File: src/hdl/mtcg_pkg.sv
package mtcg_pkg;

  // Default sizing of the converter samples and the braking gain divider.
  localparam int SAMPLE_BITS_DEF    = 10;
  localparam int BRAKE_GAIN_DIV_DEF = 10;

  // Fixed field widths.
  localparam int CUR_W      = 10;
  localparam int LIMIT_W    = 31;
  localparam int TOP_W      = 16;
  localparam int SCALE_W    = 6;
  localparam int CHARGE_W   = 32;
  localparam int COLOUR_W   = 3;
  localparam int MODE_W     = 2;
  localparam int CFG_IDX_W  = 3;
  localparam int CFG_DATA_W = 32;

  // Register reset values.
  localparam logic [CUR_W-1:0]   NOMINAL_CURRENT_RST = CUR_W'(620);
  localparam logic [CUR_W-1:0]   TRIP_CURRENT_RST    = CUR_W'(768);
  localparam logic [CUR_W-1:0]   REGEN_CURRENT_RST   = CUR_W'(469);
  localparam logic [LIMIT_W-1:0] CHARGE_LIMIT_RST    = LIMIT_W'(50000);
  localparam logic [TOP_W-1:0]   PWM_TOP_RST         = TOP_W'(3200);
  localparam logic [SCALE_W-1:0] PEDAL_SCALE_RST     = SCALE_W'(3);

  // Register indexes on the configuration port.
  localparam logic [CFG_IDX_W-1:0] REG_NOMINAL_CURRENT = 3'd0;
  localparam logic [CFG_IDX_W-1:0] REG_TRIP_CURRENT    = 3'd1;
  localparam logic [CFG_IDX_W-1:0] REG_REGEN_CURRENT   = 3'd2;
  localparam logic [CFG_IDX_W-1:0] REG_CHARGE_LIMIT    = 3'd3;
  localparam logic [CFG_IDX_W-1:0] REG_PWM_TOP         = 3'd4;
  localparam logic [CFG_IDX_W-1:0] REG_PEDAL_SCALE     = 3'd5;

  // Control modes.
  localparam logic [MODE_W-1:0] MODE_NORMAL = 2'd0;
  localparam logic [MODE_W-1:0] MODE_STOP   = 2'd1;
  localparam logic [MODE_W-1:0] MODE_BRAKE  = 2'd2;

  // LED colours.
  localparam logic [COLOUR_W-1:0] COL_RED    = 3'd0;
  localparam logic [COLOUR_W-1:0] COL_GREEN  = 3'd1;
  localparam logic [COLOUR_W-1:0] COL_BLUE   = 3'd2;
  localparam logic [COLOUR_W-1:0] COL_PURPLE = 3'd3;

  typedef struct packed {
    logic [CUR_W-1:0]   nominal_current;
    logic [CUR_W-1:0]   trip_current;
    logic [CUR_W-1:0]   regen_current;
    logic [LIMIT_W-1:0] charge_limit;
    logic [TOP_W-1:0]   pwm_top;
    logic [SCALE_W-1:0] pedal_scale;
  } cfg_t;

  // Per-request flags handed from the input stage to the update stage.
  typedef struct packed {
    logic stop;
    logic brake;
    logic charge_up;
    logic over_max;
    logic brake_neg;
  } flags_t;

endpackage

File: src/hdl/motor_throttle_current_guard.sv
// The input stage registers an accepted request and the update stage takes it
// into the output registers; a low out_ready can hold it between the two.
// Throughput: one request per cycle unless out_ready stalls the output; the
// control state updates from the registered request; that loop sets the rate.
// Reset (rst, synchronous): registers return to their defaults, mode normal,
// charge and duties zero, compare at the default PWM top, LED green.
module motor_throttle_current_guard
  import mtcg_pkg::*;
#(
  parameter int SAMPLE_BITS    = SAMPLE_BITS_DEF,
  parameter int BRAKE_GAIN_DIV = BRAKE_GAIN_DIV_DEF
) (
  input  logic                   clk,
  input  logic                   rst,
  input  logic                   cfg_valid,
  output logic                   cfg_ready,
  input  logic [CFG_IDX_W-1:0]   cfg_index,
  input  logic [CFG_DATA_W-1:0]  cfg_data,
  input  logic                   in_valid,
  output logic                   in_ready,
  input  logic                   stop_pressed,
  input  logic                   brake_held,
  input  logic [SAMPLE_BITS-1:0] current_sample,
  input  logic [SAMPLE_BITS-1:0] pedal_sample,
  output logic                   out_valid,
  input  logic                   out_ready,
  output logic                   shutdown,
  output logic [TOP_W-1:0]       pwm_compare,
  output logic [COLOUR_W-1:0]    led_colour,
  output logic [MODE_W-1:0]      ctrl_mode
);

  localparam int CW = (SAMPLE_BITS > CUR_W) ? SAMPLE_BITS : CUR_W;

  cfg_t             cfg;
  flags_t           flags;
  logic             p_valid;
  logic             take;
  logic [CW-1:0]    charge_mag;
  logic [CW-1:0]    brake_step;
  logic [TOP_W-1:0] thr_duty;
  logic [TOP_W-1:0] thr_compare;

  mtcg_cfg u_cfg (
    .clk       (clk),
    .rst       (rst),
    .cfg_valid (cfg_valid),
    .cfg_ready (cfg_ready),
    .cfg_index (cfg_index),
    .cfg_data  (cfg_data),
    .cfg       (cfg)
  );

  mtcg_prep #(
    .SAMPLE_BITS    (SAMPLE_BITS),
    .BRAKE_GAIN_DIV (BRAKE_GAIN_DIV),
    .CW             (CW)
  ) u_prep (
    .clk            (clk),
    .rst            (rst),
    .cfg            (cfg),
    .in_valid       (in_valid),
    .in_ready       (in_ready),
    .stop_pressed   (stop_pressed),
    .brake_held     (brake_held),
    .current_sample (current_sample),
    .pedal_sample   (pedal_sample),
    .take           (take),
    .p_valid        (p_valid),
    .flags          (flags),
    .charge_mag     (charge_mag),
    .brake_step     (brake_step),
    .thr_duty       (thr_duty),
    .thr_compare    (thr_compare)
  );

  mtcg_core #(
    .CW (CW)
  ) u_core (
    .clk         (clk),
    .rst         (rst),
    .cfg         (cfg),
    .p_valid     (p_valid),
    .flags       (flags),
    .charge_mag  (charge_mag),
    .brake_step  (brake_step),
    .thr_duty    (thr_duty),
    .thr_compare (thr_compare),
    .take        (take),
    .out_valid   (out_valid),
    .out_ready   (out_ready),
    .shutdown    (shutdown),
    .pwm_compare (pwm_compare),
    .led_colour  (led_colour),
    .ctrl_mode   (ctrl_mode)
  );

endmodule

File: src/hdl/mtcg_cfg.sv
module mtcg_cfg
  import mtcg_pkg::*;
(
  input  logic                  clk,
  input  logic                  rst,
  input  logic                  cfg_valid,
  output logic                  cfg_ready,
  input  logic [CFG_IDX_W-1:0]  cfg_index,
  input  logic [CFG_DATA_W-1:0] cfg_data,
  output cfg_t                  cfg
);

  assign cfg_ready = 1'b1;

  always_ff @(posedge clk) begin
    if (rst) begin
      cfg.nominal_current <= NOMINAL_CURRENT_RST;
      cfg.trip_current    <= TRIP_CURRENT_RST;
      cfg.regen_current   <= REGEN_CURRENT_RST;
      cfg.charge_limit    <= CHARGE_LIMIT_RST;
      cfg.pwm_top         <= PWM_TOP_RST;
      cfg.pedal_scale     <= PEDAL_SCALE_RST;
    end else if (cfg_valid && cfg_ready) begin
      case (cfg_index)
        REG_NOMINAL_CURRENT: cfg.nominal_current <= cfg_data[CUR_W-1:0];
        REG_TRIP_CURRENT:    cfg.trip_current    <= cfg_data[CUR_W-1:0];
        REG_REGEN_CURRENT:   cfg.regen_current   <= cfg_data[CUR_W-1:0];
        REG_CHARGE_LIMIT:    cfg.charge_limit    <= cfg_data[LIMIT_W-1:0];
        REG_PWM_TOP:         cfg.pwm_top         <= cfg_data[TOP_W-1:0];
        REG_PEDAL_SCALE:     cfg.pedal_scale     <= cfg_data[SCALE_W-1:0];
        default: ;
      endcase
    end
  end

endmodule

File: src/hdl/mtcg_prep.sv
module mtcg_prep
  import mtcg_pkg::*;
#(
  parameter int SAMPLE_BITS    = SAMPLE_BITS_DEF,
  parameter int BRAKE_GAIN_DIV = BRAKE_GAIN_DIV_DEF,
  parameter int CW             = (SAMPLE_BITS > CUR_W) ? SAMPLE_BITS : CUR_W
) (
  input  logic                   clk,
  input  logic                   rst,
  input  cfg_t                   cfg,
  input  logic                   in_valid,
  output logic                   in_ready,
  input  logic                   stop_pressed,
  input  logic                   brake_held,
  input  logic [SAMPLE_BITS-1:0] current_sample,
  input  logic [SAMPLE_BITS-1:0] pedal_sample,
  input  logic                   take,
  output logic                   p_valid,
  output flags_t                 flags,
  output logic [CW-1:0]          charge_mag,
  output logic [CW-1:0]          brake_step,
  output logic [TOP_W-1:0]       thr_duty,
  output logic [TOP_W-1:0]       thr_compare
);

  // Throttle product width and the width it is compared at against the top.
  localparam int DW = SAMPLE_BITS + SCALE_W;
  localparam int PW = (DW > TOP_W) ? DW : TOP_W;

  // Division by the gain divider as a multiply by a rounded-up reciprocal;
  // the result is exact for every numerator below 2**CW.
  localparam int L   = $clog2(BRAKE_GAIN_DIV);
  localparam int SH  = CW + L;
  localparam int PRW = SH + CW + 1;
  localparam longint unsigned RECIP_VAL =
    ((64'd1 << SH) + longint'(BRAKE_GAIN_DIV) - 64'd1) / longint'(BRAKE_GAIN_DIV);
  localparam logic [CW:0] RECIP = RECIP_VAL[CW:0];

  logic [CW-1:0]    cur_ext;
  logic [CW-1:0]    tgt_ext;
  logic [CW-1:0]    bc_ext;
  logic             up;
  logic             neg;
  logic [CW-1:0]    cmag;
  logic [CW-1:0]    bmag;
  logic [PRW-1:0]   prod;
  logic [DW-1:0]    raw;
  logic [PW-1:0]    raw_ext;
  logic [PW-1:0]    top_ext;
  logic [TOP_W-1:0] duty;

  assign in_ready = !p_valid || take;

  always_comb begin
    cur_ext = CW'(current_sample);
    tgt_ext = CW'(cfg.nominal_current);
    bc_ext  = CW'(cfg.regen_current);
    up      = cur_ext >= tgt_ext;
    cmag    = up ? cur_ext - tgt_ext : tgt_ext - cur_ext;
    neg     = cur_ext > bc_ext;
    bmag    = neg ? cur_ext - bc_ext : bc_ext - cur_ext;
    prod    = PRW'(bmag) * PRW'(RECIP);
    raw     = DW'(pedal_sample) * DW'(cfg.pedal_scale);
    raw_ext = PW'(raw);
    top_ext = PW'(cfg.pwm_top);
    duty    = (raw_ext > top_ext) ? cfg.pwm_top : raw_ext[TOP_W-1:0];
  end

  always_ff @(posedge clk) begin
    if (rst) begin
      p_valid <= 1'b0;
    end else if (in_ready) begin
      p_valid <= in_valid;
    end
    if (in_valid && in_ready) begin
      flags.stop      <= stop_pressed;
      flags.brake     <= brake_held;
      flags.charge_up <= up;
      flags.over_max  <= cur_ext > CW'(cfg.trip_current);
      flags.brake_neg <= neg;
      charge_mag      <= cmag;
      brake_step      <= prod[SH +: CW];
      thr_duty        <= duty;
      thr_compare     <= cfg.pwm_top - duty;
    end
  end

endmodule

File: src/hdl/mtcg_core.sv
module mtcg_core
  import mtcg_pkg::*;
#(
  parameter int CW = CUR_W
) (
  input  logic                clk,
  input  logic                rst,
  input  cfg_t                cfg,
  input  logic                p_valid,
  input  flags_t              flags,
  input  logic [CW-1:0]       charge_mag,
  input  logic [CW-1:0]       brake_step,
  input  logic [TOP_W-1:0]    thr_duty,
  input  logic [TOP_W-1:0]    thr_compare,
  output logic                take,
  output logic                out_valid,
  input  logic                out_ready,
  output logic                shutdown,
  output logic [TOP_W-1:0]    pwm_compare,
  output logic [COLOUR_W-1:0] led_colour,
  output logic [MODE_W-1:0]   ctrl_mode
);

  localparam int SW = ((CW > TOP_W) ? CW : TOP_W) + 2;

  logic [CHARGE_W-1:0] charge;
  logic [TOP_W-1:0]    throttle_duty;
  logic [TOP_W-1:0]    brake_duty;

  logic [CHARGE_W-1:0] charge_next;
  logic [TOP_W-1:0]    throttle_duty_next;
  logic [TOP_W-1:0]    brake_duty_next;
  logic                shutdown_next;
  logic [TOP_W-1:0]    pwm_compare_next;
  logic [COLOUR_W-1:0] led_colour_next;
  logic [MODE_W-1:0]   ctrl_mode_next;

  logic [CHARGE_W:0]   charge_sum;
  logic [CHARGE_W-1:0] charge_upd;
  logic                trip;
  logic [TOP_W-1:0]    brake_base;
  logic signed [SW-1:0] brake_sum;
  logic [TOP_W-1:0]    brake_upd;
  logic                do_normal;
  logic                do_brake;

  assign take = p_valid && (!out_valid || out_ready);

  always_comb begin
    // Excess charge integrates the distance from the target current,
    // held at zero below and saturated at the top.
    charge_sum = {1'b0, charge} + (CHARGE_W + 1)'(charge_mag);
    if (flags.charge_up) begin
      charge_upd = charge_sum[CHARGE_W] ? '1 : charge_sum[CHARGE_W-1:0];
    end else begin
      charge_upd = (charge > CHARGE_W'(charge_mag)) ? charge - CHARGE_W'(charge_mag) : '0;
    end
    trip = (charge_upd > CHARGE_W'(cfg.charge_limit)) || flags.over_max;

    // Braking starts from the throttle duty on the request that enters it.
    brake_base = (ctrl_mode == MODE_BRAKE) ? brake_duty : throttle_duty;
    if (flags.brake_neg) begin
      brake_sum = $signed(SW'(brake_base)) - $signed(SW'(brake_step));
    end else begin
      brake_sum = $signed(SW'(brake_base)) + $signed(SW'(brake_step));
    end
    if (brake_sum < 0) begin
      brake_upd = '0;
    end else if (brake_sum > $signed(SW'(cfg.pwm_top))) begin
      brake_upd = cfg.pwm_top;
    end else begin
      brake_upd = brake_sum[TOP_W-1:0];
    end

    charge_next        = charge;
    throttle_duty_next = throttle_duty;
    brake_duty_next    = brake_duty;
    shutdown_next      = shutdown;
    pwm_compare_next   = pwm_compare;
    led_colour_next    = led_colour;
    ctrl_mode_next     = ctrl_mode;
    do_normal          = 1'b0;
    do_brake           = 1'b0;

    case (ctrl_mode)
      MODE_STOP: begin
        if (flags.stop || flags.brake) begin
          shutdown_next   = 1'b1;
          led_colour_next = COL_RED;
        end else begin
          do_normal = 1'b1;
        end
      end
      MODE_BRAKE: begin
        if (flags.brake) begin
          do_brake = 1'b1;
        end else begin
          do_normal = 1'b1;
        end
      end
      default: begin
        if (flags.stop) begin
          ctrl_mode_next  = MODE_STOP;
          shutdown_next   = 1'b1;
          led_colour_next = COL_RED;
        end else if (flags.brake) begin
          do_brake = 1'b1;
        end else begin
          do_normal = 1'b1;
        end
      end
    endcase

    if (do_normal) begin
      ctrl_mode_next     = MODE_NORMAL;
      charge_next        = charge_upd;
      shutdown_next      = trip;
      led_colour_next    = trip ? COL_BLUE : COL_GREEN;
      throttle_duty_next = thr_duty;
      pwm_compare_next   = thr_compare;
    end
    if (do_brake) begin
      ctrl_mode_next   = MODE_BRAKE;
      brake_duty_next  = brake_upd;
      led_colour_next  = COL_PURPLE;
      pwm_compare_next = cfg.pwm_top - brake_upd;
    end
  end

  always_ff @(posedge clk) begin
    if (rst) begin
      out_valid     <= 1'b0;
      charge        <= '0;
      throttle_duty <= '0;
      brake_duty    <= '0;
      shutdown      <= 1'b0;
      pwm_compare   <= PWM_TOP_RST;
      led_colour    <= COL_GREEN;
      ctrl_mode     <= MODE_NORMAL;
    end else begin
      if (!out_valid || out_ready) begin
        out_valid <= p_valid;
      end
      if (take) begin
        charge        <= charge_next;
        throttle_duty <= throttle_duty_next;
        brake_duty    <= brake_duty_next;
        shutdown      <= shutdown_next;
        pwm_compare   <= pwm_compare_next;
        led_colour    <= led_colour_next;
        ctrl_mode     <= ctrl_mode_next;
      end
    end
  end

endmodule
File: config.mk
export PLATFORM = sky130hd
export DESIGN_NAME = motor_throttle_current_guard
export DESIGN_NICKNAME = d
export VERILOG_FILES = /design/src/hdl/mtcg_pkg.sv /design/src/hdl/motor_throttle_current_guard.sv /design/src/hdl/mtcg_cfg.sv /design/src/hdl/mtcg_prep.sv /design/src/hdl/mtcg_core.sv
export SDC_FILE = /design/constraint.sdc
export NUM_CORES = 1
export LEC_CHECK = 0
export BUFFER_PORTS_ARGS = -buffer_cell sky130_fd_sc_hd__buf_2
export CAP_MARGIN = 20
export CORE_MARGIN = 2
export CORE_UTILIZATION = 60
export CTS_BUF_LIST = sky130_fd_sc_hd__clkbuf_8
export DETAILED_ROUTE_END_ITERATION = 12
export PLACE_DENSITY_LB_ADDON = 0.12
export REMOVE_ABC_BUFFERS = 1
export SYNTH_ARGS = -nofsm -noshare
export SYNTH_HDL_FRONTEND = slang
export SYNTH_HIERARCHICAL = 1
export SYNTH_SLANG_ARGS = --single-unit
File: constraint.sdc
create_clock -name clk -period 15.35 [get_ports clk]
set_clock_uncertainty 0.1 [all_clocks]
set_input_delay 3.07 -clock clk [delete_from_list [all_inputs] [get_ports clk]]
set_output_delay 3.07 -clock clk [all_outputs]
set_load 0.03 [all_outputs]
==> metrics.cfg, run 1 <==
[routing]
drtPass1Iterations=6
dr_total_vias=18917
drt_iter0_markers=1487
wl_per_cell_um=18.6
drc_errors=0
routed_wl_mm=58.3
postRouteAntennaNets=0
vias_per_cell=6.02

[critical_path]
worst_ep_required_time_ns=15.67
reg2reg_to=u_prep/thr_compare[11]
crit_fanout=43
start_kind=primary input
path_class=in -> reg
critical_path.max_stage_delay_ns=0.80
rr_worst_depth=30
end_kind=flip-flop
r2r-start=u_cfg/cfg[5]
cp.arrival_ns=12.35
rrSetupSlack_ns=5.44
slowest_stage=a31o_2

[die]
rows=69
die_y_um=194
die_w_um=194
ios=87
design.die.area_mm2=0.0377
start_util=0.609
coreArea_mm2=0.0356

[sta]
period_minus_slack_ns=12.03
tightest_slew_ns=1.05
report.final.setup_viol=0
whs_ns=0.351
max_freq_mhz=83.1
tns_ns=0
hold_violations=0
rsz0062_at_grt=no
finalCritPeriodShare=0.784
slew_headroom=0.299
finalWorstSetupSlack_ns=3.32
slew_violations=0

[finish]
drive_gt1_frac=0.0944
layout_commonest_cell=inv_1
diodes=0
fill_cells=3083
area_delta_synth_final_pct=7.67
seqCellArea_mm2=0.00502
layout.nets=3035
multiInputGateArea_mm2=0.0150
final_cell_mix=313 x inv_1, 258 x ha_1, 195 x nand2_1

[hold_path]
hp-class=reg -> reg
hold_end=u_core/pwm_compare[9]
holdPathStages=2
hp-start=u_core/pwm_compare[9]

[synthesis]
yosysUniqueCellTypes=110
yosysWarnings=6
syn_area_mm2=0.0217
synth-edff-count=54
ys_seq_area_frac=0.232
yosys_register_bits=224
async_flop_share=0
ys_dominant_reg_cell=dfxtp_1
syn_inst=2603
avgSynthCellArea_um2=8.33

[clock_network]
cts_hold_buffers=0
cts_tree=yes
cts_setup_buffers=0
h-tree-depth=2
cts_inserted_buffers=44
insertion_delay_ns=0.62
cts_root_buf=clkbuf_8
clock_sinks=224
cts_max_path_buffers=3
cts-resized-gates=0
clkTransAtPathRegs_ns=0.06

[flow_run]
drv_cap=0

[power_and_ir_drop]
power.density_mw_per_mm2=142
p_comb_frac=0.574
power.internal_w=0.00186
clkPwrFrac=0.200
swShare=0.440
peakVddDrop_mv=0.176
p_leak_nw=10.7
p_switching_w=0.00146
pwr-share-seq=0.226
finalPower_w=0.00332

[outcome]
status=complete, no violations

[global_routing]
grt_max_degree=101
grt_pass1_wl_mm=94.8
grt_pass1_vias=18407
grt_overflow=0
antenna_found_initial=0
grt.total_usage=0.306

[placed_design]
port_buffers=83
place_congestion=0.916
dp_slack_ns=2.78
dpl.hpwl_mm=44.1

[power by group through the flow]
stage	clock network, W	logic [W]	registers [W]
floorplan	0	0.00139	0.000756
global placement	0	0.00180	0.000759
detailed placement	0	0.00186	0.000760
CTS	0.000680	0.00188	0.000748
global route	0.000706	0.00214	0.000755
finish	0.000664	0.00190	0.000749
[cells by family (layout without fill, tap and decap cells)]
| group | after synthesis | in the layout | share of synthesized area |
|---|---|---|---|
| xor gates and xnor gates | 74 | 74 | 0.0312 |
| DFF | 224 | 224 | 0.232 |
| buffers and inverters | 419 | 493 | 0.0772 |
| and+or+nand+nor | 822 | 822 | 0.195 |
| AOI/OAI and AO/OA | 602 | 602 | 0.188 |
| other | 3 | 5 | 0.000519 |
| adders and majority gates | 335 | 335 | 0.218 |
| muxes | 124 | 124 | 0.0582 |
[layout make-up]
class	count	area share
Multi-Input combinational cell	1962	0.643
Sequential cell	224	0.215
Inverter	305	0.0491
Clock buffer	54	0.0318
Timing Repair Buffer	106	0.0256
Tap cell	461	0.0247
Clock inverter	28	0.0101
[per-stage QoR]
stage                      util  area [µm²]  cells
after floorplan               -       21200   2491
after global placement    0.628       22300   3056
after detailed placement  0.628       22300   3056
after CTS                 0.656       23300   3138
after global routing      0.656       23300   3140
final                     0.656       23300   3140
[synthesized netlist by cell type, types with 48 or more instances]
master | n | area (µm²)
inv_1 | 304 | 1140
ha_1 | 258 | 3230
nand2_1 | 195 | 732
nor2_1 | 189 | 709
dfxtp_1 | 170 | 3400
a21oi_1 | 167 | 836
o21ai_0 | 112 | 561
nand2b_1 | 108 | 676
mux2i_1 | 107 | 1070
clkbuf_1 | 75 | 282
fa_1 | 72 | 1440
and2_1 | 54 | 338
edfxtp_1 | 54 | 1620
nor3_1 | 54 | 270
a21o_1 | 52 | 390
nand3_1 | 48 | 240
[worst max-delay path by stage]
stage / from / end / slack, ns / depth (start not counted)
after floorplan: pedal_sample[3] / u_prep/thr_compare[14] / 3.84 / 31
after global placement: pedal_sample[3] / u_prep/thr_compare[11] / 2.98 / 31
after detailed placement: pedal_sample[3] / u_prep/thr_compare[11] / 2.78 / 32
after CTS: pedal_sample[3] / u_prep/thr_compare[11] / 3.43 / 32
after global routing: pedal_sample[3] / u_prep/thr_compare[11] / 2.69 / 32
final: pedal_sample[3] / u_prep/thr_compare[11] / 3.32 / 32
[critical path, delay by kind of cell]
family	cells	cell delay [ns]
AO/OA/AOI/OAI	14	4.70
buffers and inverters	3	0.22
AND/OR/NAND/NOR	8	1.35
adder cells (fa/ha/maj)	6	2.55
XOR/XNOR	1	0.42
[sequential cells by signal, summed over array words and instances, names as in the netlist]
name / count
u_prep/charge_mag: 10
u_cfg/cfg: 83
u_core/led_colour: 2
u_core/pwm_compare: 16
u_prep/p_valid: 1
u_core/brake_duty: 16
u_core/ctrl_mode: 2
u_core/throttle_duty: 16
u_core/charge: 32
u_prep/thr_duty: 16
u_prep/brake_step: 7
u_prep/thr_compare: 16
u_core/out_valid: 1
u_core/shutdown: 1
u_prep/flags: 5
[metal layers]
metal	vias up	global-route usage	wire, µm
met3	116	0.0400	3630
met2	615	0.496	26400
met1	9006	0.420	26400
met5	-	0	0
li1	9180	-	-
met4	0	0.107	1850
No activity file was read; power rests on OpenSTA's default activity.
==> run 2, diff against run 1 <==
--- a/config.mk
+++ b/config.mk
@@ -5,10 +5,11 @@
 export SDC_FILE = /design/constraint.sdc
 export NUM_CORES = 1
 export LEC_CHECK = 0
+export ABC_AREA = 1
 export BUFFER_PORTS_ARGS = -buffer_cell sky130_fd_sc_hd__buf_2
 export CAP_MARGIN = 20
 export CORE_MARGIN = 2
-export CORE_UTILIZATION = 60
+export CORE_UTILIZATION = 59
 export CTS_BUF_LIST = sky130_fd_sc_hd__clkbuf_8
 export DETAILED_ROUTE_END_ITERATION = 12
 export PLACE_DENSITY_LB_ADDON = 0.12
==> constraint.sdc (replaced) <==
create_clock -name clk -period 10.61 [get_ports clk]
set_clock_uncertainty 0.1 [all_clocks]
set_input_delay 2.122 -clock clk [delete_from_list [all_inputs] [get_ports clk]]
set_output_delay 2.122 -clock clk [all_outputs]
set_load 0.03 [all_outputs]
==> run 2 against run 1 <==
Routed wire length up 4.8%. Power up 73%. Clock-buffer cell count down 2. Global-route usage up 0.82 points. Via count up 11%. Critical endpoint is now u_prep/brake_step[6].
==> metrics.cfg, run 2 <==
[outcome]
status=complete, no violations

[clock_network]
clock_sinks=224  ; unchanged
clkTransAtPathRegs_ns=0.06  ; about the same
cts-resized-gates=0  ; unchanged
cts_root_buf=clkbuf_8
cts_tree=yes
cts_hold_buffers=0  ; unchanged
h-tree-depth=2  ; unchanged
insertion_delay_ns=0.63  ; about the same
cts_max_path_buffers=3  ; unchanged
cts_setup_buffers=0  ; unchanged
cts_inserted_buffers=44  ; unchanged

[finish]
final_core_util=0.637  ; -0.0187
top_regs=u_cfg/cfg x83, u_core/charge x32
layout.nets=3717  ; +22%
regMostFlops=u_cfg/cfg
largest_reg_flops=83  ; unchanged
layout_commonest_cell=nand2_1
final_cell_mix=713 x nand2_1, 624 x inv_1, 298 x nor2_1
multiInputGateArea_mm2=0.0144  ; -4.1%
fill_cells=3606  ; +17%
drive_gt1_frac=0.0798  ; -0.0147
final_area_mm2=0.0239  ; +2.4%
final_cell_count_no_fill=3872  ; +23%
area_delta_synth_final_pct=7.11
seqCellArea_mm2=0.00502  ; unchanged

[placed_design]
placed_cell_area_mm2=0.0230  ; +2.9%
port_buffers=83  ; unchanged
dpl.hpwl_mm=47.9  ; +8.6%
dpl.cell_count=3790  ; +24%
place_congestion=0.962  ; +5.1%

[synthesis]
async_flop_share=0  ; unchanged
synth_top_area_cell=dfxtp_1
netlist_top_cells_area=dfxtp_1 15%, ha_1 14%, nand2_1 12%, inv_1 10%, edfxtp_1 7.3%
yosys_register_bits=224  ; unchanged
syn_inst=3283  ; +26%
ys_dominant_reg_cell=dfxtp_1
avgSynthCellArea_um2=6.80  ; -18%
synthMostInstantiatedCell=nand2_1
yosysWarnings=6  ; unchanged
netlist.area_leader.share=0.153  ; -0.00446
synth-edff-count=54  ; unchanged
yosysUniqueCellTypes=69  ; -37%
synthTopCellsByCount=713 x nand2_1, 609 x inv_1, 300 x nor2_1
ys_seq_area_frac=0.225  ; -0.00659
syn_area_mm2=0.0223  ; +2.9%

[critical_path]
path_class=in -> reg
rrSetupSlack_ns=3.34  ; -2.10 ns
slowest_stage=fa_1
crit_fanout=12  ; -72%
r2r-start=u_cfg/cfg[53]
worstSetupPathDepth=35  ; +9.4%
crit_start=current_sample[0]
reg2reg_to=u_prep/brake_step[6]
critPathBufInv=11  ; +8
worst_ep_required_time_ns=10.84  ; -4.83 ns
cp.arrival_ns=8.97  ; -3.38 ns
critical_path.max_stage_delay_ns=0.53  ; -0.27 ns
rr_worst_depth=33  ; +10%
start_kind=primary input
endpoint=u_prep/brake_step[6]
end_kind=flip-flop
cp_top_family=adder cells
crit_path_frequent_cell=inv_1

[global_routing]
grt_pass1_vias=20133  ; +9.4%
antenna_found_initial=2  ; +2
grt.total_usage=0.314  ; +0.00825
grt_pass1_wl_mm=99.2  ; +4.6%
grt_overflow=0  ; unchanged
grt_max_degree=84  ; -17%

[power_and_ir_drop]
peakVddDrop_mv=0.645  ; +270%
power.density_mw_per_mm2=240  ; +69%
p_leak_nw=12.8  ; +20%

[sta]
tightest_slew_ns=1.05  ; +0.00263 ns
max_freq_mhz=115
hold_violations=0  ; unchanged
finalCritPeriodShare=0.823
report.final.setup_viol=0  ; unchanged
rsz0062_at_grt=no
slew_violations=0  ; unchanged
period_minus_slack_ns=8.73
tns_ns=0  ; unchanged
slew_headroom=0.298  ; -0.000835
whs_ns=0.354  ; +0.00287 ns

[routing]
drc_errors=0  ; unchanged
vias_per_cell=5.42  ; -10%
wl_per_cell_um=15.8  ; -15%
drt_iter0_markers=1150  ; -23%
routed_wl_mm=61.1  ; +4.8%
drtPass1Iterations=8  ; +2
dr_total_vias=20996  ; +11%
postRouteAntennaNets=0  ; unchanged

[hold_path]
hp-class=reg -> reg

[die]
die_y_um=198  ; +2.3%
coreArea_mm2=0.0375  ; +5.4%
start_util=0.595  ; -0.0143
ios=87  ; unchanged
die_w_um=198  ; +2.3%
design.die.area_mm2=0.0394  ; +4.6%
rows=71  ; +2.9%

[flow_run]
drv_cap=0  ; unchanged

[run 2: cell count changes after synthesis, sizes merged, moves of 108 or more]
cell,before,now
nor2,191,315
nand2,197,722
nand2b,108,0
inv,304,629
o21ai,115,231
nand3,48,206
[run 2: cells by family (layout without fill, tap and decap cells)]
group,after synthesis,in the layout,share of synthesized area
buffers and inverters,736,811,0.130
adders and majority gates,330,330,0.209
and+or+nand+nor,1342,1342,0.257
AOI/OAI and AO/OA,551,551,0.139
other,3,6,0.000505
xor gates and xnor gates,91,91,0.0367
DFF,224,224,0.225
muxes,6,6,0.00275
[run 2: how the worst min path moves through the flow]
stage,to,cells after the start,from
after floorplan,u_core/throttle_duty[0],2,u_core/throttle_duty[0]
after global placement,u_core/throttle_duty[0],2,u_core/throttle_duty[0]
after detailed placement,u_core/throttle_duty[7],2,u_core/throttle_duty[7]
after CTS,u_core/throttle_duty[7],2,u_core/throttle_duty[7]
after global routing,u_core/throttle_duty[1],2,u_core/throttle_duty[1]
final,u_cfg/cfg[28],2,u_cfg/cfg[28]
[run 2: where the power goes]
group / switching (W) / internal [W]
Combinational: 0.00241 / 0.00128
Clock: 0.000408 / 0.000499
Sequential: 0.0000763 / 0.00106
[run 2: worst min-delay path: stages (launching register included)]
cell and delay, ns:
dfxtp_1 0.32, nand2_1 0.05, nand3_1 0.05
[run 2: cell type report]
type	instances	area share
multi-input combinational	2325	0.603
sequential	224	0.210
inverter	634	0.100
clock buffer	52	0.0299
tap	511	0.0268
timing repair buffer	96	0.0215
clock inverter	29	0.00838
antenna	1	0.000105
[run 2: layer usage]
metal / vias to the layer above / routed length, µm / GRT usage
met2: 542 / 28100 / 0.529
li1: 10539 / - / -
met5: - / 13 / 0
met4: 2 / 1920 / 0.111
met1: 9801 / 27700 / 0.413
met3: 112 / 3390 / 0.0439
[run 2: stage by stage]
stage / total power (W) / worst slack, ns
2_1_floorplan: 0.00385 / 2.30
5_1_grt: 0.00633 / 1.34
3_5_place_dp: 0.00476 / 1.33
6_report: 0.00573 / 1.88
3_3_place_gp: 0.00470 / 1.39
4_1_cts: 0.00570 / 1.95
